### src/hw/rtl/amsx_ram.sv
`timescale 1ns / 1ps

module amsx_ram #(
	parameter int unsigned WIDTH = 8,
	parameter int unsigned DEPTH = 16
) (
	input  logic                     clk,
	input  logic                     we,
	input  logic [$clog2(DEPTH)-1:0] addr,
	input  logic [WIDTH-1:0]         wdata,
	output logic [WIDTH-1:0]         rdata
);

	logic [WIDTH-1:0] mem_q [DEPTH];

	// single port, registered read
	always_ff @(posedge clk) begin
		if (we) begin
			mem_q[addr] <= wdata;
		end
		rdata <= mem_q[addr];
	end

endmodule

### config.mk
export PLATFORM = sky130hd
export DESIGN_NAME = amsx_ram
export DESIGN_NICKNAME = d
export VERILOG_FILES = /design/src/hw/rtl/amsx_ram.sv
export SDC_FILE = /design/constraint.sdc
export NUM_CORES = 1
export LEC_CHECK = 0
export BUFFER_PORTS_ARGS = -buffer_cell sky130_fd_sc_hd__buf_2
export CAP_MARGIN = 20
export CORE_ASPECT_RATIO = 1.5
export CORE_MARGIN = 2
export CORE_UTILIZATION = 54
export CTS_BUF_LIST = sky130_fd_sc_hd__clkbuf_16
export DETAILED_ROUTE_END_ITERATION = 8
export GPL_ROUTABILITY_DRIVEN = 0
export PLACE_DENSITY = 0.71
export SYNTH_ARGS = -nofsm -noshare
export SYNTH_HDL_FRONTEND = slang
export SYNTH_SLANG_ARGS = --single-unit
### constraint.sdc
create_clock -name clk -period 1.7 [get_ports clk]
set_clock_uncertainty 0.05 [all_clocks]
set_input_delay 0.17 -clock clk [delete_from_list [all_inputs] [get_ports clk]]
set_output_delay 0.17 -clock clk [all_outputs]
set_load 0.01 [all_outputs]
Word level (Yosys, flattened, before mapping)

Memory sizes are Yosys's and may differ from the RTL's. A register that Yosys moved wholly into a read port is not among the register bits.
Index checks and enable logic that the tools add are counted.

Add/sub/neg operators: 0
Multiply operators: 0
Divide/modulo/power cells: 0
$lt $le $gt $ge: 0
Eq/ne operators: 0
Shifts and indexed selects: 0
Muxes and demuxes: 2
Bitwise logic cells: 0
Reductions and logical operators: 0

Operators by type and width:

| cell             | count |
|---|---|
| 1-bit 2-to-1 mux | 2 |

Bits in registers: 0
Latch bits: 0
RAM bits: 128
Memory bits (read-only): 0
Logic and storage cells: 3
Memories: 1

Memories:

| name  | depth | bits a word | rd ports | clocked after Yosys merged registers in | write ports | RTL line | source |
|---|---|---|---|---|---|---|---|
| mem_q | 16    | 8           | 1        | 1                                       | 1           | 14       | `logic [WIDTH-1:0] mem_q [DEPTH];` |

Longest topological paths before layout

Word-level depth: 2
Gate-level depth with buffers: 5

Least setup slack after synthesis

OpenSTA, ideal clock, no wires.

Kind: input port to flip-flop
Start point: in addr[2]
End point: mem mem_q[0][0] (enable)
Arrival time: 1.280 ns
Required time: 1.267 ns
Slack: -0.013 ns
Stages on the path: 2
Buffers on the path: 0
Cell sequence: or3b_2 -> nor3_1

RTL lines:

| element     | RTL line | source |
|---|---|---|
| from (decl) | 9        | `input logic [$clog2(DEPTH)-1:0] addr,` |
| to (decl)   | 14       |  |

Straight into the memory's write port.

==> results.md <==
* Outcome: complete, no violations
* Core Area at 9200 um2
* CTS tree: built
* Vias in the first global route at 2648
* Via/cell ratio at 5.93
* Initial DRC count at 210
* Ys flop type: edfxtp_1
* HP Class: in2reg
* Worst Path Required at 1.93 ns
* Setup TNS at 0 ns
* Root buffer cell: clkbuf_16
* CTS sink cnt at 136
* Post-CTS sizing at 0
* Clock latency at the later pin of the worst-skew pair at 0.41 ns
* Period minus WS final at 1.44 ns
* Worst-path clk slew at 0.06 ns
* Post-CTS setup buffer count at 0
* Tot GR Track Use at 21.7%
* Ys async rst share at 0%
* CP delay by family, top: multiplexers
* Hold path start: wdata[7]
* Die Span X at 83.1 um
* Hold Crit Depth at 1
* Hold path endpoint: mem_q[2][7]$_DFFE_PP_
* Antenna diodes at 0
* Final Cycle Share at 84.6%
* Number of placed I/O pins at 22
* CP cell instances: mux4_2, a22oi_1, nand2_1
* DPL Wire Length at 6.17 mm
* TritonCTS Buffers at 17
* Drt first pass iters at 4
* Distinct cells, synth at 18
* Worst VDD drop at 1100 uV
* CP Class: reg2reg
* Htree depth at 4
* Register area share after synthesis at 79.0%
* Slowest CP cell: mux4_2
* Fin. Hold Viols at 0
* Initial Utilization at 55.1%
* Cells after synthesis at 230
* Post-synthesis register bit count at 136
* RSZ-0062 raised after global routing: false
* Final antenna-violating net count at 0
* Worst hold margin at 0.0902 ns
* Avg Inst Size Synth at 22.0 um2
* Arrival @ worst endpoint at 1.67 ns
* WP buf/inv at 0
* R2R depth at 3
* Core Util, Final at 67.1%
* First-pass GRT wire length at 15.4 mm
* Port bufs at 21
* Leak Pwr at 2.11 nW
* Achievable Freq at 695 MHz
* Share of cells above drive strength 1 at 38.3%
* YS warnings at 0
* Net count, final at 304
* Crit path capture type: register
* Max incr delay on CP at 0.48 ns
* Top cells by area in the synthesized netlist: edfxtp_1 (76%), mux4_2 (14%), dfxtp_1 (3.2%)
* R2R Path End: rdata[5]$_DFF_P_
* Worst-path fanout max at 1
* Worst r2r src: mem_q[3][5]$_DFFE_PP_
* Most frequent cells in the layout: edfxtp_1 (128), mux4_2 (32), buf_4 (27)
* Startpoint types: register
* Area growth from synthesis to layout at 21.9%
* DIE HEIGHT at 123 um
* Number of core rows at 43
* Number of synthesized flops with an enable pin at 128
* R2r setup slk at 0.26 ns
* Largest net degree at the start of global routing at 40
* Initial antenna violation count at 0
* DRC Markers at 0
* Die area at 10200 um2
* Routed wire length at 9.79 mm
* Final setup vio count at 0
* P per Cell Area at 1300 nW/um2
* Commonest non-fill, non-tap cell in the layout: edfxtp_1
* Yosys top cell area share at 75.9%
* Final max-slew violation count at 0
* Synth area leader: edfxtp_1
* Fillers at 564
* Area of the mapped netlist at 5070 um2
* Routed WL per cell at 23.6 um
* Hold_buf cts at 0
* Grt ovf at 0
* Slew @ Worst Pin at 0.384 ns
* Maximum buffer depth of the clock tree at 2
* Max Cap Violations at 0
* Synthesized Nets at 244
* Vias after detailed routing at 2463
* Slew margin rel. at 74.4%
## worst max path at each step
stage | cells past startpoint | from | slack [ns] | endpoint
after floorplan | 3 | addr[1] | 0.04 | mem_q[12][0]$_DFFE_PP_
after global routing | 3 | mem_q[3][5]$_DFFE_PP_ | 0.19 | rdata[5]$_DFF_P_
after detailed placement | 4 | addr[2] | 0.10 | mem_q[1][1]$_DFFE_PP_
final | 3 | mem_q[3][5]$_DFFE_PP_ | 0.26 | rdata[5]$_DFF_P_
after CTS | 3 | mem_q[3][5]$_DFFE_PP_ | 0.28 | rdata[5]$_DFF_P_
after global placement | 5 | addr[0] | 0.1 | rdata[2]$_DFF_P_
## metal layers
metal  share of wire [%]  vias up  GRT usage (%)
li1                    -     1080              -
met1                  37     1293           25.5
met2                  56       79           37.6
met3                 4.9       11           5.92
met4                 1.7        0           10.0
met5                   0        -              0
## report_power, final
group | total, mW | switching (mW) | internal [mW]
Combinational | 0.379 | 0.210 | 0.169
Clock | 3.87 | 1.29 | 2.58
Sequential | 3.78 | 0.0251 | 3.75
## layout make-up
type | count | area [um2] | share of cell area (%)
tap | 112 | 140 | 2.27
multi-input combinational | 83 | 1010 | 16.3
timing repair buffer | 52 | 388 | 6.28
clock inverter | 15 | 209 | 3.38
sequential | 136 | 4000 | 64.8
clock buffer | 17 | 425 | 6.89
## synth_stat cells, types with 4 or more instances
cell type and n:
edfxtp_1 128, mux4_2 32, a22oi_1 16, nor2_1 13
nand2_1 9, dfxtp_1 8, buf_1 4, nor3_1 4
## cell families (layout without fill, tap and decap cells)
logic type	after synthesis	in the layout	synth area share [%]
AOI/OAI and AO/OA	16	16	2.37
buffers and inverters	11	84	1.19
DFF	136	136	79.0
muxes	32	32	14.2
and+or+nand+nor	35	35	3.21
## registers in the layout (all words and copies together), names as in the netlist
signal / count
mem_q: 128
rdata: 8
## stage by stage
stage / cells / setup slack (ns) / instance area (um2) / total power, mW
2_1_floorplan: 230 / 0.0419 / 5070 / 4.04
3_3_place_gp: 383 / 0.0979 / 5540 / 4.21
3_5_place_dp: 383 / 0.102 / 5540 / 4.22
4_1_cts: 415 / 0.283 / 6170 / 8.08
5_1_grt: 415 / 0.191 / 6170 / 8.26
6_report: 415 / 0.261 / 6170 / 8.02
Note: power is estimated with default switching activity, not from simulation.
