**config.mk**
```make
export PLATFORM = sky130hd
export DESIGN_NAME = amsx_gen
export DESIGN_NICKNAME = d
export VERILOG_FILES = /design/src/hw/rtl/amsx_pkg.sv /design/src/hw/rtl/amsx_gen.sv
export SDC_FILE = /design/constraint.sdc
export NUM_CORES = 1
export LEC_CHECK = 0
export BUFFER_PORTS_ARGS = -buffer_cell sky130_fd_sc_hd__buf_2
export CAP_MARGIN = 20
export CORE_MARGIN = 2
export CORE_UTILIZATION = 40
export DETAILED_ROUTE_END_ITERATION = 6
export MAX_ROUTING_LAYER = met4
export PLACE_DENSITY_LB_ADDON = 0.12
export RECOVER_POWER = 50
export SLEW_MARGIN = 20
export SYNTH_ARGS = -nofsm -noshare
export SYNTH_HDL_FRONTEND = slang
export SYNTH_SLANG_ARGS = --single-unit
```
**constraint.sdc**
```tcl
create_clock -name clk -period 5.45 [get_ports clk]
set_input_delay 0.545 -clock clk [delete_from_list [all_inputs] [get_ports clk]]
set_output_delay 0.545 -clock clk [all_outputs]
set_load 0.02 [all_outputs]
```
**src/hw/rtl/amsx_pkg.sv**
```systemverilog
`timescale 1ns / 1ps

package amsx_pkg;

	// default parameter values
	localparam int unsigned DEF_TABLE_DEPTH       = 4096;
	localparam int unsigned DEF_TOKEN_WIDTH       = 16;
	localparam int unsigned DEF_CUT_FRACTION_BITS = 16;
	localparam int unsigned DEF_MAX_REDRAWS       = 64;

	// fixed field widths
	localparam int unsigned SIZE_W  = 13;
	localparam int unsigned IDX_W   = 12;
	localparam int unsigned CUT_W   = 17;
	localparam int unsigned TOK_W   = 16;
	localparam int unsigned CFG_IDX_W = 3;
	localparam int unsigned WORD_W  = 64;
	localparam int unsigned UNI_W   = 53;

	// shared multiplier operand widths
	localparam int unsigned MUL_A_W = 32;
	localparam int unsigned MUL_B_W = 17;
	localparam int unsigned MUL_P_W = MUL_A_W + MUL_B_W;

	// generator constants
	localparam logic [WORD_W-1:0] SEED_LOW_RST  = 64'd1;
	localparam logic [WORD_W-1:0] SEED_HIGH_RST = 64'd0;
	localparam int unsigned ROT_A   = 24;
	localparam int unsigned SHIFT_B = 16;
	localparam int unsigned ROT_B   = 37;
	localparam int unsigned UNI_SHIFT = 11;
	localparam int unsigned JUMP_STEPS = 128;
	localparam logic [2*WORD_W-1:0] JUMP_POLY = {64'h170865df4b3201fc, 64'hdf900294d8f554a5};

	typedef enum logic [1:0] {
		REQ_WRITE  = 2'd0,
		REQ_SAMPLE = 2'd1,
		REQ_JUMP   = 2'd2,
		REQ_RESEED = 2'd3
	} req_t;

	typedef enum logic [1:0] {
		ST_SAMPLED   = 2'd0,
		ST_EMPTY     = 2'd1,
		ST_EXHAUSTED = 2'd2,
		ST_DONE      = 2'd3
	} status_t;

	typedef enum logic [CFG_IDX_W-1:0] {
		CFG_TABLE_SIZE  = 3'd0,
		CFG_SKIP_ID     = 3'd1,
		CFG_SKIP_ENABLE = 3'd2,
		CFG_SEED_LOW    = 3'd3,
		CFG_SEED_HIGH   = 3'd4
	} cfg_idx_t;

	typedef enum logic [3:0] {
		S_IDLE,
		S_MODQ,
		S_MODM,
		S_MODR,
		S_WR,
		S_DRAW,
		S_MLO,
		S_MHI,
		S_RD,
		S_PICK,
		S_ALIAS,
		S_JUMP
	} state_t;

	// generator control from the sequencer
	typedef struct packed {
		logic step;
		logic reseed;
		logic acc_clear;
		logic acc_xor;
		logic acc_load;
	} gen_cmd_t;

endpackage

```
**src/hw/rtl/amsx_gen.sv**
```systemverilog
`timescale 1ns / 1ps

module amsx_gen (
	input  logic                        clk,
	input  logic                        arst_n,
	input  amsx_pkg::gen_cmd_t          cmd,
	input  logic [amsx_pkg::WORD_W-1:0] seed_low,
	input  logic [amsx_pkg::WORD_W-1:0] seed_high,
	output logic [amsx_pkg::WORD_W-1:0] sum
);

	import amsx_pkg::*;

	logic [WORD_W-1:0] a_q, b_q;
	logic [WORD_W-1:0] acc_a_q, acc_b_q;
	logic [WORD_W-1:0] mix, next_a, next_b;
	logic [WORD_W-1:0] acc_a_d, acc_b_d;

	// one xoroshiro128+ step
	always_comb begin
		mix    = a_q ^ b_q;
		next_a = ((a_q << ROT_A) | (a_q >> (WORD_W - ROT_A))) ^ mix ^ (mix << SHIFT_B);
		next_b = (mix << ROT_B) | (mix >> (WORD_W - ROT_B));
		sum    = a_q + b_q;
	end

	// jump accumulator with this cycle's term folded in
	always_comb begin
		acc_a_d = cmd.acc_xor ? (acc_a_q ^ a_q) : acc_a_q;
		acc_b_d = cmd.acc_xor ? (acc_b_q ^ b_q) : acc_b_q;
	end

	// generator words
	always_ff @(posedge clk or negedge arst_n) begin
		if (!arst_n) begin
			a_q <= SEED_LOW_RST;
			b_q <= SEED_HIGH_RST;
		end else if (cmd.reseed) begin
			a_q <= seed_low;
			b_q <= seed_high;
		end else if (cmd.acc_load) begin
			a_q <= acc_a_d;
			b_q <= acc_b_d;
		end else if (cmd.step) begin
			a_q <= next_a;
			b_q <= next_b;
		end
	end

	// jump accumulator
	always_ff @(posedge clk) begin
		if (cmd.acc_clear) begin
			acc_a_q <= '0;
			acc_b_q <= '0;
		end else begin
			acc_a_q <= acc_a_d;
			acc_b_q <= acc_b_d;
		end
	end

endmodule

```
Yosys cells after proc, flatten, opt, wreduce, memory -nomap -nowiden
Cells that the tools add are included.
{"block": "classes", "add_sub_neg": 1, "mul": 0, "div": 0, "magnitude_cmp": 0, "n_eq_ne": 0, "n_shift": 0, "n_mux": 8, "bitwise_logic": 7, "reduce_logical": 1}
{"cell": "two-way mux 64 bit", "n": 8}
{"cell": "bitwise XOR 64 bit", "n": 5}
{"cell": "adder 64 bit", "n": 1}
{"cell": "bitwise OR 64 x 24 -> 64 bit", "n": 1}
{"cell": "bitwise OR 64 x 37 -> 64 bit", "n": 1}
{"cell": "nonzero test 3 bit", "n": 1}
{"block": "word_totals", "regBits": 256, "latchBits": 0, "ramBits": 0, "rom_bits": 0, "inputBits": 135, "output_inout_bits": 64, "wordCells": 21, "n_memories": 0}

Logic depth before layout (Yosys ltp)
{"block": "logic_depth", "ltp_word": 6, "mapped_depth": 11, "ltp_nobuf": 11}

Worst setup path after synthesis
OpenSTA, ideal clock, no wires.
{"block": "synth_path", "kind": "reg2out", "from": "register a_q[0]", "to": "output sum[42] in the netlist's numbering", "arrival_ns": 3.138, "t_required_ns": 4.905, "path_slack_ns": 1.767, "path_stages_with_launch": 12, "path_buffers": 0, "cell_sequence": "dfstp_2 ha_1 fa_1 a21o_4 a311oi_4 o41ai_4 o311ai_4 a21oi_1 nor2_1 o21bai_1 a21o_1 a311oi_1"}
{"block": "synth_between", "elab_chain_len": 1}
{"item": "start, declared", "line_no": "amsx_gen.sv:14", "text": "logic [WORD_W-1:0] a_q, b_q;"}
{"item": "start signal, assigned", "line_no": "amsx_gen.sv:39", "text": "a_q <= seed_low;"}
{"item": "start signal, assigned", "line_no": "amsx_gen.sv:45", "text": "a_q <= next_a;"}
{"item": "adder 64 bit", "line_no": "amsx_gen.sv:24", "text": "sum = a_q + b_q;"}
{"item": "end, declared", "line_no": "amsx_gen.sv:9", "text": "output logic [amsx_pkg::WORD_W-1:0] sum"}
No other way between the ends.

Worst setup path after layout
{"block": "layout_path", "from": "input cmd[2] in the netlist's numbering", "to": "register acc_a_q[42]"}
{"item": "start, declared", "line_no": "amsx_gen.sv:6", "text": "input amsx_pkg::gen_cmd_t cmd,"}
{"item": "end signal, assigned", "line_no": "amsx_gen.sv:53", "text": "acc_a_q <= '0;"}
{"item": "end signal, assigned", "line_no": "amsx_gen.sv:56", "text": "acc_a_q <= acc_a_d;"}
{"item": "end, declared", "line_no": "amsx_gen.sv:15", "text": "logic [WORD_W-1:0] acc_a_q, acc_b_q;"}
No word-level cell between the ends.

==> run_results.csv <==
group,metric,value,unit
status,status,"finished, violations left",
status,violations,"max-capacitance violations, max-slew violations",
global_routing,track_usage,0.345,
routing,viasPerCell,5.98,
floorplanning,num_io_pins,199,
finish,fin_nets,2399,
finish,final_common_cell,"nand2_1",
pwr,ir_drop,0.263,mV
clock_network,ctsHtreeMaxLevel,1,
floorplanning,dieArea,0.0449,sq mm
run,maxCapViolCount,3,
place,hpwlAfterDp,55.7,mm
floorplanning,die_w,212,um
routing,wl,76.3,mm
synthesis,synth_cell_type_count,70,
sta,final_max_slew_viol_count,197,
clock_network,cts_tree,"yes",
floorplanning,core.rowCount,76,
worst_setup_path,criticalPathCategory,"input port to register",
synthesis,synth_nets,2316,
routing,vias,16800,
global_routing,grt_pass1_vias,15900,
hold_path,min_path_type,"input port to register",
synthesis,syn_inst,2117,
floorplanning,die_y,212,um
worst_setup_path,start_kind,"input port",
sta,tightest_slew,4.44,ns
clock_network,cts.sinks,256,
synthesis,ys.flop_type,"dfxtp_1",
sta,rsz0062_at_grt,"no",
finish,area_growth,12.9,%
floorplanning,start_util,0.403,
routing,drt-initial-drc-count,1764,
sta,relSlewSlack,-1.96,
finish,drive_gt1_frac,0.134,
place,gp_congestion,0.954,
sta,final-setup-viol-count,0,
sta,fmax,202,MHz
worst_setup_path,crit_arrival,5.35,ns
worst_setup_path,path_max_fanout,75,
floorplanning,core,0.0429,sq mm
routing,ant_nets,0,
sta,fin_skew,0.0298,ns
sta,finalCritPeriodShare,0.908,
pwr,p_leak,8.45,nW
routing,drc,0,
sta,period_needed,4.95,ns
synthesis,yosys_warnings,0,
synthesis,synth_edf_count,0,
clock_network,cts_buffer_depth,3,
worst_setup_path,slowest_delay,3.07,ns
global_routing,antenna_found_initial,3,
worst_setup_path,path_delay_family,"buffers and inverters",
pwr,p_per_area,438,mW/mm^2
synthesis,synthArstFlopShare,0.500,
synthesis,syn_area,0.0173,sq mm
clock_network,root_buffer,"clkbuf_16",
finish,n_fill_cell,4317,
worst_setup_path,crit_buf_inv,2,
pwr,totalPowerFinal,8.56,mW
global_routing,grt_max_degree,118,
finish,seqCellArea,0.00577,sq mm
clock_network,clk_latency,0.60,ns
routing,first_pass_iters,5,
place,portBuffers,198,
finish,layout_common_cells,"nand2_1, o21ai_0, buf_2, a21oi_1, nor2_1",
worst_setup_path,slowest_stage,"clkbuf_1",
sta,hold_violations,0,
clock_network,cts_buffers,31,
worst_setup_path,crit_required,5.85,ns
synthesis,synth.avg_cell_area,8.17,sq um
routing,avgRoutedWirePerCell,27.1,um
sta,fin_tns_setup,0,ns
worst_setup_path,path_cells,"clkbuf_1 -> clkbuf_2 -> nor2_1",
global_routing,grt_pass1_wl,109,mm
synthesis,yosysSeqAreaShare,0.334,
worst_setup_path,end_kind,"register",
clock_network,clk_pin_slew,0.06,ns
global_routing,overflow,0,
finish,multi_input_area,0.0107,sq mm
synthesis,ys_ff_latch,256,
==> synthesized netlist by cell type, drive strengths merged, types with 4 or more instances <==
| master | count | share of area |
|---|---|---|
| a211oi | 13 | 0.0059 |
| nor2 | 160 | 0.035 |
| a221o | 16 | 0.0093 |
| inv | 11 | 0.0024 |
| nand4 | 19 | 0.0069 |
| a32o | 102 | 0.059 |
| o21ai | 273 | 0.079 |
| nand3 | 30 | 0.0087 |
| buf | 45 | 0.019 |
| a21boi | 6 | 0.0026 |
| nand2b | 20 | 0.0072 |
| and2 | 5 | 0.0018 |
| nor2b | 11 | 0.0040 |
| a21o | 62 | 0.027 |
| o21bai | 15 | 0.0067 |
| xor2 | 153 | 0.078 |
| xnor2 | 147 | 0.074 |
| nand2 | 308 | 0.067 |
| o21a | 7 | 0.0030 |
| mux2 | 4 | 0.0026 |
| a21oi | 189 | 0.055 |
| ha | 63 | 0.046 |
| and3 | 7 | 0.0025 |
| dfxtp | 128 | 0.15 |
| a31oi | 10 | 0.0036 |
| nor3 | 9 | 0.0026 |
| clkbuf | 129 | 0.029 |
| dfrtp | 127 | 0.18 |
| a221oi | 4 | 0.0030 |
==> final cells by class <==
| type | instances | area share |
|---|---|---|
| antenna | 3 | 0.000384 |
| clock buffer | 41 | 0.0442 |
| clock inverter | 17 | 0.0104 |
| inverter | 11 | 0.00211 |
| multi-input combinational | 1676 | 0.546 |
| sequential | 256 | 0.295 |
| tap | 585 | 0.0375 |
| timing repair buffer | 224 | 0.0638 |
==> through the flow <==
stage	std cells	hold WS (ns)	area (sq um)	utilization	setup slack (ns)
after floorplan	2117	0.249	17300	-	1.77
after global placement	2750	0.484	18400	0.430	1.11
after detailed placement	2751	0.494	18500	0.430	1.25
after CTS	2810	0.145	19500	0.455	0.628
after global routing	2813	0.165	19500	0.455	0.279
final	2813	0.164	19500	0.455	0.503
==> power by group <==
part	total, mW	internal, mW	switching (mW)
Sequential	2.49	2.14	0.354
Combinational	3.86	1.34	2.52
Clock	2.21	1.30	0.907
==> path summary, 6_finish.rpt <==
kind / from / endpoint / slack [ns] / cells after the start
min in group asynchronous: arst_n / a_q[30]$_DFFE_PN0P_ / 2.05 / 2
worst max register to register: a_q[38]$_DFFE_PN0P_ / a_q[54]$_DFFE_PN0P_ / 2.81 / 5
max in group asynchronous: arst_n / b_q[51]$_DFFE_PN0P_ / 0.86 / 2
worst min-delay path: seed_low[32] / a_q[32]$_DFFE_PN0P_ / 0.16 / 3
worst max-delay path: cmd[2] / acc_a_q[42]$_SDFF_PP0_ / 0.50 / 3
worst min register to register: acc_b_q[51]$_SDFF_PP0_ / acc_b_q[51]$_SDFF_PP0_ / 0.51 / 2
==> repair_timing <==
item | CTS | global route
hold buffers | 1 | 0
buffers inserted | 0 | 0
resized for setup | 0 | 0
endpoints found under the hold margin | 1 | 0
==> cells by family after synthesis <==
group,after synthesis,share of synthesized area
simple gates,583,0.141
flops,256,0.334
fa+ha+maj,64,0.0468
buf+inv,185,0.0502
mux,4,0.00261
compound gates,725,0.274
xor+xnor,300,0.152
==> tightest hold or removal path, delay by kind of cell <==
family | cells | cell delay [ns]
AO/OA/AOI/OAI | 1 | 0.06
buffers and inverters | 1 | 0.08
AND/OR/NAND/NOR | 1 | 0.04
==> registers in the layout, summed over array words and instances (netlist names) <==
signal / count
a_q: 64
acc_a_q: 64
acc_b_q: 64
b_q: 64
==> layer usage <==
metal / global-route usage / part of all wire
met1: 0.467 / 0.44
met2: 0.479 / 0.42
met3: 0.0736 / 0.083
met4: 0.184 / 0.060
met5: - / 0
Note: power is estimated with default switching activity, not from simulation.
