### config.mk
export PLATFORM = sky130hd
export DESIGN_NAME = amsx_mul
export DESIGN_NICKNAME = d
export VERILOG_FILES = /design/src/hw/rtl/amsx_pkg.sv /design/src/hw/rtl/amsx_mul.sv
export SDC_FILE = /design/constraint.sdc
export NUM_CORES = 1
export LEC_CHECK = 0
export BUFFER_PORTS_ARGS = -buffer_cell sky130_fd_sc_hd__clkbuf_2
export CORE_UTILIZATION = 45
export DETAILED_ROUTE_END_ITERATION = 12
export SLEW_MARGIN = 0
export SYNTH_ARGS = -nofsm -noshare
export SYNTH_HDL_FRONTEND = slang
export SYNTH_SLANG_ARGS = --single-unit
### constraint.sdc
create_clock -name clk -period 6.7 [get_ports clk]
set_input_delay 1.34 -clock clk [delete_from_list [all_inputs] [get_ports clk]]
set_output_delay 1.34 -clock clk [all_outputs]
set_load 0.1 [all_outputs]
### src/hw/rtl/amsx_pkg.sv
`timescale 1ns / 1ps

package amsx_pkg;

	// default parameter values
	localparam int unsigned DEF_TABLE_DEPTH       = 4096;
	localparam int unsigned DEF_TOKEN_WIDTH       = 16;
	localparam int unsigned DEF_CUT_FRACTION_BITS = 16;
	localparam int unsigned DEF_MAX_REDRAWS       = 64;

	// fixed field widths
	localparam int unsigned SIZE_W  = 13;
	localparam int unsigned IDX_W   = 12;
	localparam int unsigned CUT_W   = 17;
	localparam int unsigned TOK_W   = 16;
	localparam int unsigned CFG_IDX_W = 3;
	localparam int unsigned WORD_W  = 64;
	localparam int unsigned UNI_W   = 53;

	// shared multiplier operand widths
	localparam int unsigned MUL_A_W = 32;
	localparam int unsigned MUL_B_W = 17;
	localparam int unsigned MUL_P_W = MUL_A_W + MUL_B_W;

	// generator constants
	localparam logic [WORD_W-1:0] SEED_LOW_RST  = 64'd1;
	localparam logic [WORD_W-1:0] SEED_HIGH_RST = 64'd0;
	localparam int unsigned ROT_A   = 24;
	localparam int unsigned SHIFT_B = 16;
	localparam int unsigned ROT_B   = 37;
	localparam int unsigned UNI_SHIFT = 11;
	localparam int unsigned JUMP_STEPS = 128;
	localparam logic [2*WORD_W-1:0] JUMP_POLY = {64'h170865df4b3201fc, 64'hdf900294d8f554a5};

	typedef enum logic [1:0] {
		REQ_WRITE  = 2'd0,
		REQ_SAMPLE = 2'd1,
		REQ_JUMP   = 2'd2,
		REQ_RESEED = 2'd3
	} req_t;

	typedef enum logic [1:0] {
		ST_SAMPLED   = 2'd0,
		ST_EMPTY     = 2'd1,
		ST_EXHAUSTED = 2'd2,
		ST_DONE      = 2'd3
	} status_t;

	typedef enum logic [CFG_IDX_W-1:0] {
		CFG_TABLE_SIZE  = 3'd0,
		CFG_SKIP_ID     = 3'd1,
		CFG_SKIP_ENABLE = 3'd2,
		CFG_SEED_LOW    = 3'd3,
		CFG_SEED_HIGH   = 3'd4
	} cfg_idx_t;

	typedef enum logic [3:0] {
		S_IDLE,
		S_MODQ,
		S_MODM,
		S_MODR,
		S_WR,
		S_DRAW,
		S_MLO,
		S_MHI,
		S_RD,
		S_PICK,
		S_ALIAS,
		S_JUMP
	} state_t;

	// generator control from the sequencer
	typedef struct packed {
		logic step;
		logic reseed;
		logic acc_clear;
		logic acc_xor;
		logic acc_load;
	} gen_cmd_t;

endpackage

### src/hw/rtl/amsx_mul.sv
`timescale 1ns / 1ps

module amsx_mul (
	input  logic                        clk,
	input  logic [amsx_pkg::MUL_A_W-1:0] a,
	input  logic [amsx_pkg::MUL_B_W-1:0] b,
	output logic [amsx_pkg::MUL_P_W-1:0] p_q
);

	import amsx_pkg::*;

	// shared multiplier with registered product
	always_ff @(posedge clk) begin
		p_q <= MUL_P_W'(a) * MUL_P_W'(b);
	end

endmodule

; ---- After elaboration in Yosys (flattened, before gate mapping)
; Cells that the tools add are included.
[classes]
n_addsub = 0
n_mul = 1
n_div = 0
order_cmp = 0
n_eq_ne = 0
shift = 0
mux = 0
bitwise = 0
reduce_logical = 0
[ops]
columns = cell, count
row1 = multiplier 32 x 17 -> 49 bit, 1
[word_totals]
regBits = 49
latchBits = 0
ramBits = 0
mem_bits_ro = 0
inputBits = 50
out_inout_bits = 49
word_cells = 2
memories = 0

; ---- Depth between registers and ports, before layout
; Gate-level depths: netlist (run 1).
[depth]
ltp_word = 1
ltp_mapped = 24
ltp_nobuf = 22

; ---- Least setup slack after synthesis (run 1)
; OpenSTA, ideal clock, no wires.
[synth_path]
path_type = input to register
startpoint = input a[29] (netlist name)
endpoint = register p_q[47] (netlist name)
setup_time_ns = 0.131
arrival_ns = 6.849
slack_ns = -0.280
stages = 22
n_path_buf = 2
path_cell_list = clkbuf_1 -> clkbuf_1 -> nand2_1 -> fa_1 -> inv_1 -> fa_1 -> inv_1 -> fa_1 -> inv_1 -> fa_1 -> fa_1 -> inv_1 -> fa_1 -> inv_1 -> ha_1 -> a21o_1 -> a21o_1 -> a221o_1 -> a41o_1 -> a21oi_2 -> o31ai_1 -> xor2_1
[synth_between]
elab_chain_len = 1
[synth_rtl]
columns = element, line_no
row1 = from (decl), amsx_mul.sv:5  ; input logic [amsx_pkg::MUL_A_W-1:0] a,
row2 = multiplier 32 x 17 -> 49 bit, amsx_mul.sv:14  ; p_q <= MUL_P_W'(a) * MUL_P_W'(b);
row3 = to (signal assigned), amsx_mul.sv:14
row4 = to (decl), amsx_mul.sv:7  ; output logic [amsx_pkg::MUL_P_W-1:0] p_q
; Every way passes these cells.

; ---- Final worst setup path (run 1)
[layout_path]
startpoint = input b[5] (netlist name)
endpoint = register p_q[44] (netlist name)
[layout_between]
elab_chain_len = 1
[layout_rtl]
columns = element, line_no
row1 = from (decl), amsx_mul.sv:6  ; input logic [amsx_pkg::MUL_B_W-1:0] b,
row2 = multiplier 32 x 17 -> 49 bit, amsx_mul.sv:14
; Every way passes these cells.

==> out/qor.csv, run 1 <==
metric,value,unit
outcome,"complete, but fails checks",
violations,negative setup slack,
path_clk_slew,0.07,ns
arrival,7.10,ns
syn_inst,2061,
cp_max_fo,6,
dp_hpwl,44930,um
final-setup-viol-count,8,
fin_crit,6.891,ns
synthesis.area,18250,um^2
drive_gt1_frac,0.2321,
io_pins,99,
cts_buffer_depth,2,
synth_edf_count,0,
synth_xor_area_frac,0.02015,
first_pass_iters,6,
io_buffer_count,98,
grt_usage,0.2804,
worstMarginPinSlew,0.5927,ns
max_flop_register,p_q,
largest_reg_flops,49,
crit_path_max_incr_delay,0.53,ns
ys_seq_area_frac,0.05374,
hold_viol,0,
drc,0,
yosys-top-cells-area,"fa_1, inv_1, ha_1, and2_1, nand2_1",
synthDistinctLibCells,59,
synth_fa_ha_area_frac,0.5768,
layout.nets,3004,
setup_tns,-0.5962,ns
routed_via_density,5.066,
final_antenna_net_count,0,
synth.top_cell.area_share,0.4925,
drt_iter0_markers,651,
wl,53470,um
min_from,b[0],
antenna_found_initial,3,
min_path_type,input pin to register,
ctsHoldBuffers,0,
grt_max_degree,17,
die_h,203.4,um
cts_tree,yes,
fin_ws,-0.1912,ns
synth_nets,2683,
via_count,14730,
cts.sinks,49,
synth_area_per_cell,8.856,um^2
cts_buffers,5,
start_kind,input pin,
reg.largest.list,p_q x49,
critPathSlowestCell,fa_1,
grt_pass1_vias,16860,
routedWlPerCell,18.39,um
grt_pass1_wl,88520,um
fmax,145.1,MHz
synth_mux_area_frac,0.0005484,
ys.warnings.count,0,
synthToLayoutAreaGrowth,25.34,%
synth_top_family_by_area,adder cells,
dieWidth,203.4,um
whs_endpoint,p_q[0]$_DFF_P_,
n_fill_cell,3555,
maxSlewViolCount,0,
crit_chain,clkbuf_16 -> buf_12 -> and2_4 -> fa_1 -> inv_2 -> fa_2 -> fa_1 -> inv_1 -> fa_1 -> fa_1 -> inv_2 -> fa_1 -> inv_2 -> ha_4 -> a21o_1 -> a21o_1 -> a211oi_2 -> buf_4 -> a211o_1 -> a31o_4 -> a31oi_4 -> a211o_1 -> a221o_1,
maxCapViolCount,0,
final_cell_mix,"inv_1, fa_1, nand2_1",
num_rows,73,
clockRootBuffer,clkbuf_16,
final_common_cell,inv_1,
maxSlewHeadroom,0.6066,
cp_top_family,adder cells,
synth_compound_area_frac,0.05518,
synthArstFlopShare,0,
grt-ovfl-total,0,
num_antenna_cells,0,
final.period_utilization,1.029,
synth_ff_type,dfxtp_1,
start_util,0.4583,
critical_path_class,input pin to register,
rsz0062_at_grt,yes,
path_buf_inv,7,
worstHoldPathCells,2,
die-area,41370,um^2
crit_path_frequent_cell,fa_1,
h-tree-depth,2,
cp_data_required_time,6.91,ns
core-area,39820,um^2
ys_ff_latch,49,
place_congestion,0.8930,
synth_top_area_cell,fa_1,
yosys.area_share.simple,0.1679,
end_kind,register,
==> stage by stage <==
stage / cells / cell area (um^2) / setup slack, ns / util / hold slack (ns)
finish: 2908 / 22880 / -0.1912 / 0.5745 / 1.410
global route: 2908 / 22880 / -0.3032 / 0.5745 / 1.414
CTS: 2900 / 22530 / -0.1468 / 0.5657 / 1.421
detailed placement: 2869 / 21510 / -0.7936 / 0.5402 / 1.750
global placement: 2869 / 21510 / -0.7646 / 0.5402 / 1.754
floorplan: 2061 / 18420 / 0.001013 / - / 1.462
==> repair_timing <==
| item | CTS | global route |
|---|---|---|
| endpoints found under the setup margin | 18 | 22 |
| buffers inserted | 17 | 10 |
| resized for setup | 114 | 90 |
| pin swaps | 54 | 48 |
| cloned | 7 | 0 |
==> kinds of logic (layout without fill, tap and decap cells) <==
group,count (synthesis),count (layout)
compound gates,143,143
xor+xnor,42,42
fa+ha+maj,572,572
buf+inv,611,933
flops,49,49
mux,1,1
simple gates,643,643
==> synth_stat cells (2+ instances only) <==
library cell,n
nand2b_1,4
nand3_1,10
o211ai_1,7
or3_1,3
a211o_1,5
a311oi_1,2
o21bai_1,4
a21o_1,19
and3_1,3
clkbuf_1,92
a31oi_1,6
a221o_1,3
fa_1,449
dfxtp_1,49
a21oi_1,49
nand4_1,4
and2_2,2
xnor2_1,30
a21boi_1,2
nor3_1,10
inv_1,518
nor2_1,21
xor2_1,12
ha_1,123
and2_1,216
o21ai_0,13
o21a_1,2
a2111oi_2,2
o21ai_1,2
o31a_1,3
a21oi_2,2
a211oi_1,3
o31ai_1,3
nand2_1,359
a211oi_2,2
nor2b_1,4
==> per-layer routing <==
metal | track usage | wire length (um) | vias up
li1 | - | - | 6604
met1 | 0.3213 | 20130 | 7578
met2 | 0.5177 | 28250 | 408
met3 | 0.04314 | 2573 | 135
met4 | 0.1152 | 2477 | 6
met5 | 0 | 32 | -
==> cell type report <==
| type | count | area (um^2) | share of cell area |
|---|---|---|---|
| Multi-Input combinational cell | 1401 | 15610 | 0.6825 |
| Tap cell | 525 | 656.9 | 0.02871 |
| Clock inverter | 3 | 21.27 | 0.0009297 |
| Inverter | 519 | 1948 | 0.08515 |
| Timing Repair Buffer | 406 | 3532 | 0.1544 |
| Clock buffer | 5 | 125.1 | 0.005469 |
| Sequential cell | 49 | 980.9 | 0.04288 |
==> worst max path at each step <==
stage | to | slack (ns) | depth (start not counted) | start
2_1_floorplan | p_q[46]$_DFF_P_ | 0.001 | 21 | b[5]
3_3_place_gp | p_q[46]$_DFF_P_ | -0.76 | 23 | a[11]
3_5_place_dp | p_q[46]$_DFF_P_ | -0.79 | 23 | b[9]
4_1_cts | p_q[47]$_DFF_P_ | -0.15 | 23 | b[5]
5_1_grt | p_q[44]$_DFF_P_ | -0.30 | 23 | b[5]
6_report | p_q[44]$_DFF_P_ | -0.19 | 23 | b[5]
Power of run 1 is left out: the tool's default activity adds up to more than one toggle a clock period on the data nets, which glitch-free logic cannot reach.
==> run 2: changes to the inputs <==
--- a/config.mk
+++ b/config.mk
@@ -8,6 +8,7 @@
 export BUFFER_PORTS_ARGS = -buffer_cell sky130_fd_sc_hd__clkbuf_2
 export CORE_UTILIZATION = 45
 export DETAILED_ROUTE_END_ITERATION = 12
+export RECOVER_POWER = 50
 export SLEW_MARGIN = 0
 export SYNTH_ARGS = -nofsm -noshare
 export SYNTH_HDL_FRONTEND = slang
==> out/qor.csv, run 2 (synthesis gave the netlist of run 1 again) <==
metric,value,unit,change
critPathSlowestCell,fa_1,,unchanged
antenna_found_initial,3,,unchanged
min_path_type,input pin to register,,unchanged
grt-ovfl-total,0,,unchanged
fmax,145.1,MHz,about the same
arrival,7.10,ns,about the same
cts.sinks,49,,unchanged
fin_crit,6.892,ns,was 6.891 ns
layout.nets,3004,,unchanged
start_util,0.4583,,unchanged
first_pass_iters,6,,unchanged
reg.largest.list,p_q x49,,unchanged
grt_pass1_wl,88520,um,unchanged
h-tree-depth,2,,unchanged
startpoint,b[5],,unchanged
critical_path_class,input pin to register,,unchanged
cp_data_required_time,6.91,ns,about the same
path_clk_slew,0.07,ns,about the same
rsz0062_at_grt,yes,,unchanged
placed_cell_area,21510,um^2,unchanged
final.period_utilization,1.029,,about the same
routed_via_density,5.069,,was 5.066
cts_tree,yes,,unchanged
core-area,39820,um^2,unchanged
crit_path_frequent_cell,fa_1,,unchanged
hold_viol,0,,unchanged
grt_usage,0.2804,,unchanged
dp_hpwl,44930,um,unchanged
drt_iter0_markers,615,,was 651
final_common_cell,inv_1,,unchanged
place_ws,-0.7936,ns,unchanged
final-setup-viol-count,8,,unchanged
drc,0,,unchanged
io_pins,99,,unchanged
cp_max_fo,6,,unchanged
fin_ws,-0.1923,ns,was -0.1912 ns
drive_gt1_frac,0.2157,,was 0.2321
wl,53480,um,"was 53,470 um"
crit_chain,clkbuf_16 -> buf_12 -> and2_4 -> fa_1 -> inv_2 -> fa_2 -> fa_1 -> inv_1 -> fa_1 -> fa_1 -> inv_2 -> fa_1 -> inv_2 -> ha_4 -> a21o_1 -> a21o_1 -> a211oi_2 -> buf_4 -> a211o_1 -> a31o_4 -> a31oi_4 -> a211o_1 -> a221o_1,,unchanged
synthToLayoutAreaGrowth,25.06,%,was 25.34%
routedWlPerCell,18.39,um,about the same
via_count,14740,,"was 14,730"
io_buffer_count,98,,unchanged
final_antenna_net_count,0,,unchanged
final_cell_area,22830,um^2,"was 22,880 um^2"
max_flop_register,p_q,,unchanged
postLayoutCoreUtil,0.5732,,was 0.5745
maxSlewHeadroom,0.1508,,was 0.6066
grt_max_degree,17,,unchanged
num_rows,73,,unchanged
min_from,b[0],,unchanged
crit_path_max_incr_delay,0.53,ns,about the same
cts_buffers,5,,unchanged
final_cell_mix,"inv_1, fa_1, nand2_1",,unchanged
clockRootBuffer,clkbuf_16,,unchanged
timing.hold.ws,1.410,ns,about the same
die_h,203.4,um,unchanged
cts_buffer_depth,2,,unchanged
maxCapViolCount,0,,unchanged
violations,negative setup slack,,unchanged
die-area,41370,um^2,unchanged
dieWidth,203.4,um,unchanged
worstMarginPinSlew,1.279,ns,was 0.5927 ns
num_antenna_cells,0,,unchanged
place_congestion,0.8930,,unchanged
maxSlewViolCount,0,,unchanged
outcome,"complete, but fails checks",,unchanged
end_kind,register,,unchanged
grt_pass1_vias,16860,,unchanged
start_kind,input pin,,unchanged
largest_reg_flops,49,,unchanged
run 2: changes by cell type in the layout (fill, tap and decap cells not counted), sizes merged:
| cell | change |
|---|---|
| clkbuf | +1 |
| buf | -1 |
run 2: worst paths after layout:
| path | slack (ns) | to | cells past startpoint |
|---|---|---|---|
| max | -0.19 | p_q[44]$_DFF_P_ | 23 |
| min | 1.41 | p_q[0]$_DFF_P_ | 2 |
run 2: layout make-up:
class	count	area, um^2
timing repair buffer	406	3481
sequential	49	980.9
inverter	519	1948
clock buffer	5	125.1
multi-input combinational	1401	15610
clock inverter	3	21.27
tap	525	656.9
fill	3574	17000
run 2: per-stage QoR:
stage,std cells,TNS [ns]
6_report,2908,-0.6024
3_3_place_gp,2869,-11.09
4_1_cts,2900,-1.049
2_1_floorplan,2061,0
5_1_grt,2908,-2.616
3_5_place_dp,2869,-12.03
run 2: what timing repair did:
item,in CTS,in global routing
hold buffers,0,0
cloned,7,0
resized for setup,114,90
setup buffers,17,10
setup endpoints to repair,18,22
pin swaps,54,48
run 2: layer usage:
layer,wire [um],GRT usage
met5,32,0
met3,2738,0.04314
met1,20010,0.3213
met2,28220,0.5177
met4,2481,0.1152
run 2: critical path: cells and delay by family:
| kind | cells | cell delay, ns |
|---|---|---|
| fa+ha+maj | 7 | 3.24 |
| compound gates | 8 | 1.71 |
| buf+inv | 7 | 0.65 |
| simple gates | 1 | 0.13 |
Power of run 2 is left out for the same reason.
==> run 3: changes to the inputs <==
==> constraint.sdc (replaced) <==
create_clock -name clk -period 5.75 [get_ports clk]
set_input_delay 1.15 -clock clk [delete_from_list [all_inputs] [get_ports clk]]
set_output_delay 1.15 -clock clk [all_outputs]
set_load 0.1 [all_outputs]
==> out/qor.csv, run 3 (synthesis gave the netlist of run 1 again) <==
metric,value,unit,change
grt_pass1_vias,16810,,"was 16,860"
largest_reg_flops,49,,unchanged
antenna_found_initial,6,,was 3
final.period_utilization,1.171,,
maxSlewHeadroom,0.2139,,was 0.1508
final-setup-viol-count,35,,was 8
wl_met1,20700,um,"was 20,010 um"
start_kind,input pin,,unchanged
core-area,39820,um^2,unchanged
n_fill_cell,3551,,"was 3,574"
maxCapViolCount,0,,unchanged
cts_buffers,5,,unchanged
placed_cells,2890,,"was 2,869"
path_clk_slew,0.07,ns,about the same
synthToLayoutAreaGrowth,28.77,%,was 25.06%
final_cell_area,23500,um^2,"was 22,830 um^2"
die-area,41370,um^2,unchanged
final_cell_mix,"inv_1, fa_1, nand2_1",,unchanged
max_flop_register,p_q,,unchanged
violations,negative setup slack,,unchanged
place_congestion,0.8463,,was 0.8930
hold_viol,0,,unchanged
num_rows,73,,unchanged
grt_usage,0.2697,,was 0.2804
final_common_cell,inv_1,,unchanged
multi_input_area,16000,um^2,"was 15,610 um^2"
die_h,203.4,um,unchanged
grt-ovfl-total,0,,unchanged
place_ws,-1.534,ns,was -0.7936 ns
layout.nets,3043,,"was 3,004"
via_count,14870,,"was 14,740"
placed_cell_area,21940,um^2,"was 21,510 um^2"
fin_ws,-0.9840,ns,was -0.1923 ns
outcome,"complete, but fails checks",,unchanged
routedWlPerCell,17.75,um,was 18.39 um
grt_pass1_wl,86350,um,"was 88,520 um"
drive_gt1_frac,0.2494,,was 0.2157
drc,0,,unchanged
drt_iter0_markers,701,,was 615
cts_buffer_depth,2,,unchanged
reg.largest.list,p_q x49,,unchanged
dp_hpwl,42830,um,"was 44,930 um"
cp_data_required_time,5.97,ns,was 6.91 ns
cts.sinks,49,,unchanged
critical_path_class,input pin to register,,unchanged
timing.hold.ws,1.455,ns,was 1.410 ns
final_antenna_net_count,0,,unchanged
start_util,0.4583,,unchanged
routed_via_density,5.042,,was 5.069
h-tree-depth,2,,unchanged
arrival,6.96,ns,was 7.10 ns
worstMarginPinSlew,1.184,ns,was 1.279 ns
maxSlewViolCount,0,,unchanged
cts_tree,yes,,unchanged
wl_met2,27090,um,"was 28,220 um"
fmax,148.5,MHz,
end_kind,register,,unchanged
cp_max_fo,7,,was 6
fin_crit,6.734,ns,
fin_cells,2948,,"was 2,908"
rsz0062_at_grt,yes,,unchanged
clockRootBuffer,clkbuf_16,,unchanged
first_pass_iters,5,,was 6
wl,52320,um,"was 53,480 um"
top_layer,met5,,unchanged
io_pins,99,,unchanged
io_buffer_count,98,,unchanged
seqCellArea,980.9,um^2,unchanged
ctsHoldBuffers,0,,unchanged
dieWidth,203.4,um,unchanged
min_path_type,input pin to register,,unchanged
grt_max_degree,20,,was 17
wl_met3,2378,um,was 2738 um
run 3: changes by cell type in the layout (fill, tap and decap cells not counted), moves of 7 or more:
cell | before | now
a21oi_1 | 38 | 21
a21oi_2 | 10 | 18
a21oi_4 | 3 | 12
buf_4 | 267 | 289
buf_6 | 12 | 23
clkbuf_1 | 39 | 31
clkbuf_4 | 5 | 16
ha_1 | 104 | 97
run 3: critical path, cell delays in order:
cell and delay, ns:
clkbuf_16 0.14, buf_12 0.14, and2_4 0.16, fa_1 0.55, inv_2 0.04, fa_2 0.53
fa_1 0.40, inv_1 0.07, fa_1 0.45, fa_1 0.50, inv_1 0.05, fa_2 0.57
inv_2 0.05, ha_4 0.22, a21o_1 0.21, a21o_1 0.21, a211oi_4 0.33, a211o_1 0.24
a31o_4 0.18, a31oi_4 0.14, a211o_1 0.31, a221o_1 0.31
run 3: timing repair:
item / in CTS / in global routing
pin swaps: 59 / 85
resized for setup: 120 / 115
setup buffers: 30 / 27
setup endpoints to repair: 36 / 36
cloned: 4 / 4
run 3: path summary, 6_finish.rpt:
path | from | to | slack (ns) | depth (start not counted)
max | b[5] | p_q[44]$_DFF_P_ | -0.98 | 22
min | b[1] | p_q[1]$_DFF_P_ | 1.46 | 4
run 3: layer usage:
metal,vias up,track usage
li1,6692,-
met1,7671,0.3273
met2,380,0.4859
met3,116,0.03531
met4,6,0.1015
met5,-,0
run 3: metrics by stage:
stage,TNS [ns],util
6_report,-20.62,0.5902
5_1_grt,-27.25,0.5902
4_1_cts,-20.39,0.5758
3_5_place_dp,-36.77,0.5509
3_3_place_gp,-35.73,0.5509
2_1_floorplan,-9.673,-
run 3: final cells by class:
class,count,share of cell area
multi-input cells,1401,0.6808
repair buffers,445,0.1601
inverters,519,0.08289
flip-flops and latches,49,0.04174
well taps,525,0.02795
clock buffers,6,0.005909
clock inverters,2,0.0005856
diodes,1,0.0001065
Power of run 3 is left out for the same reason.
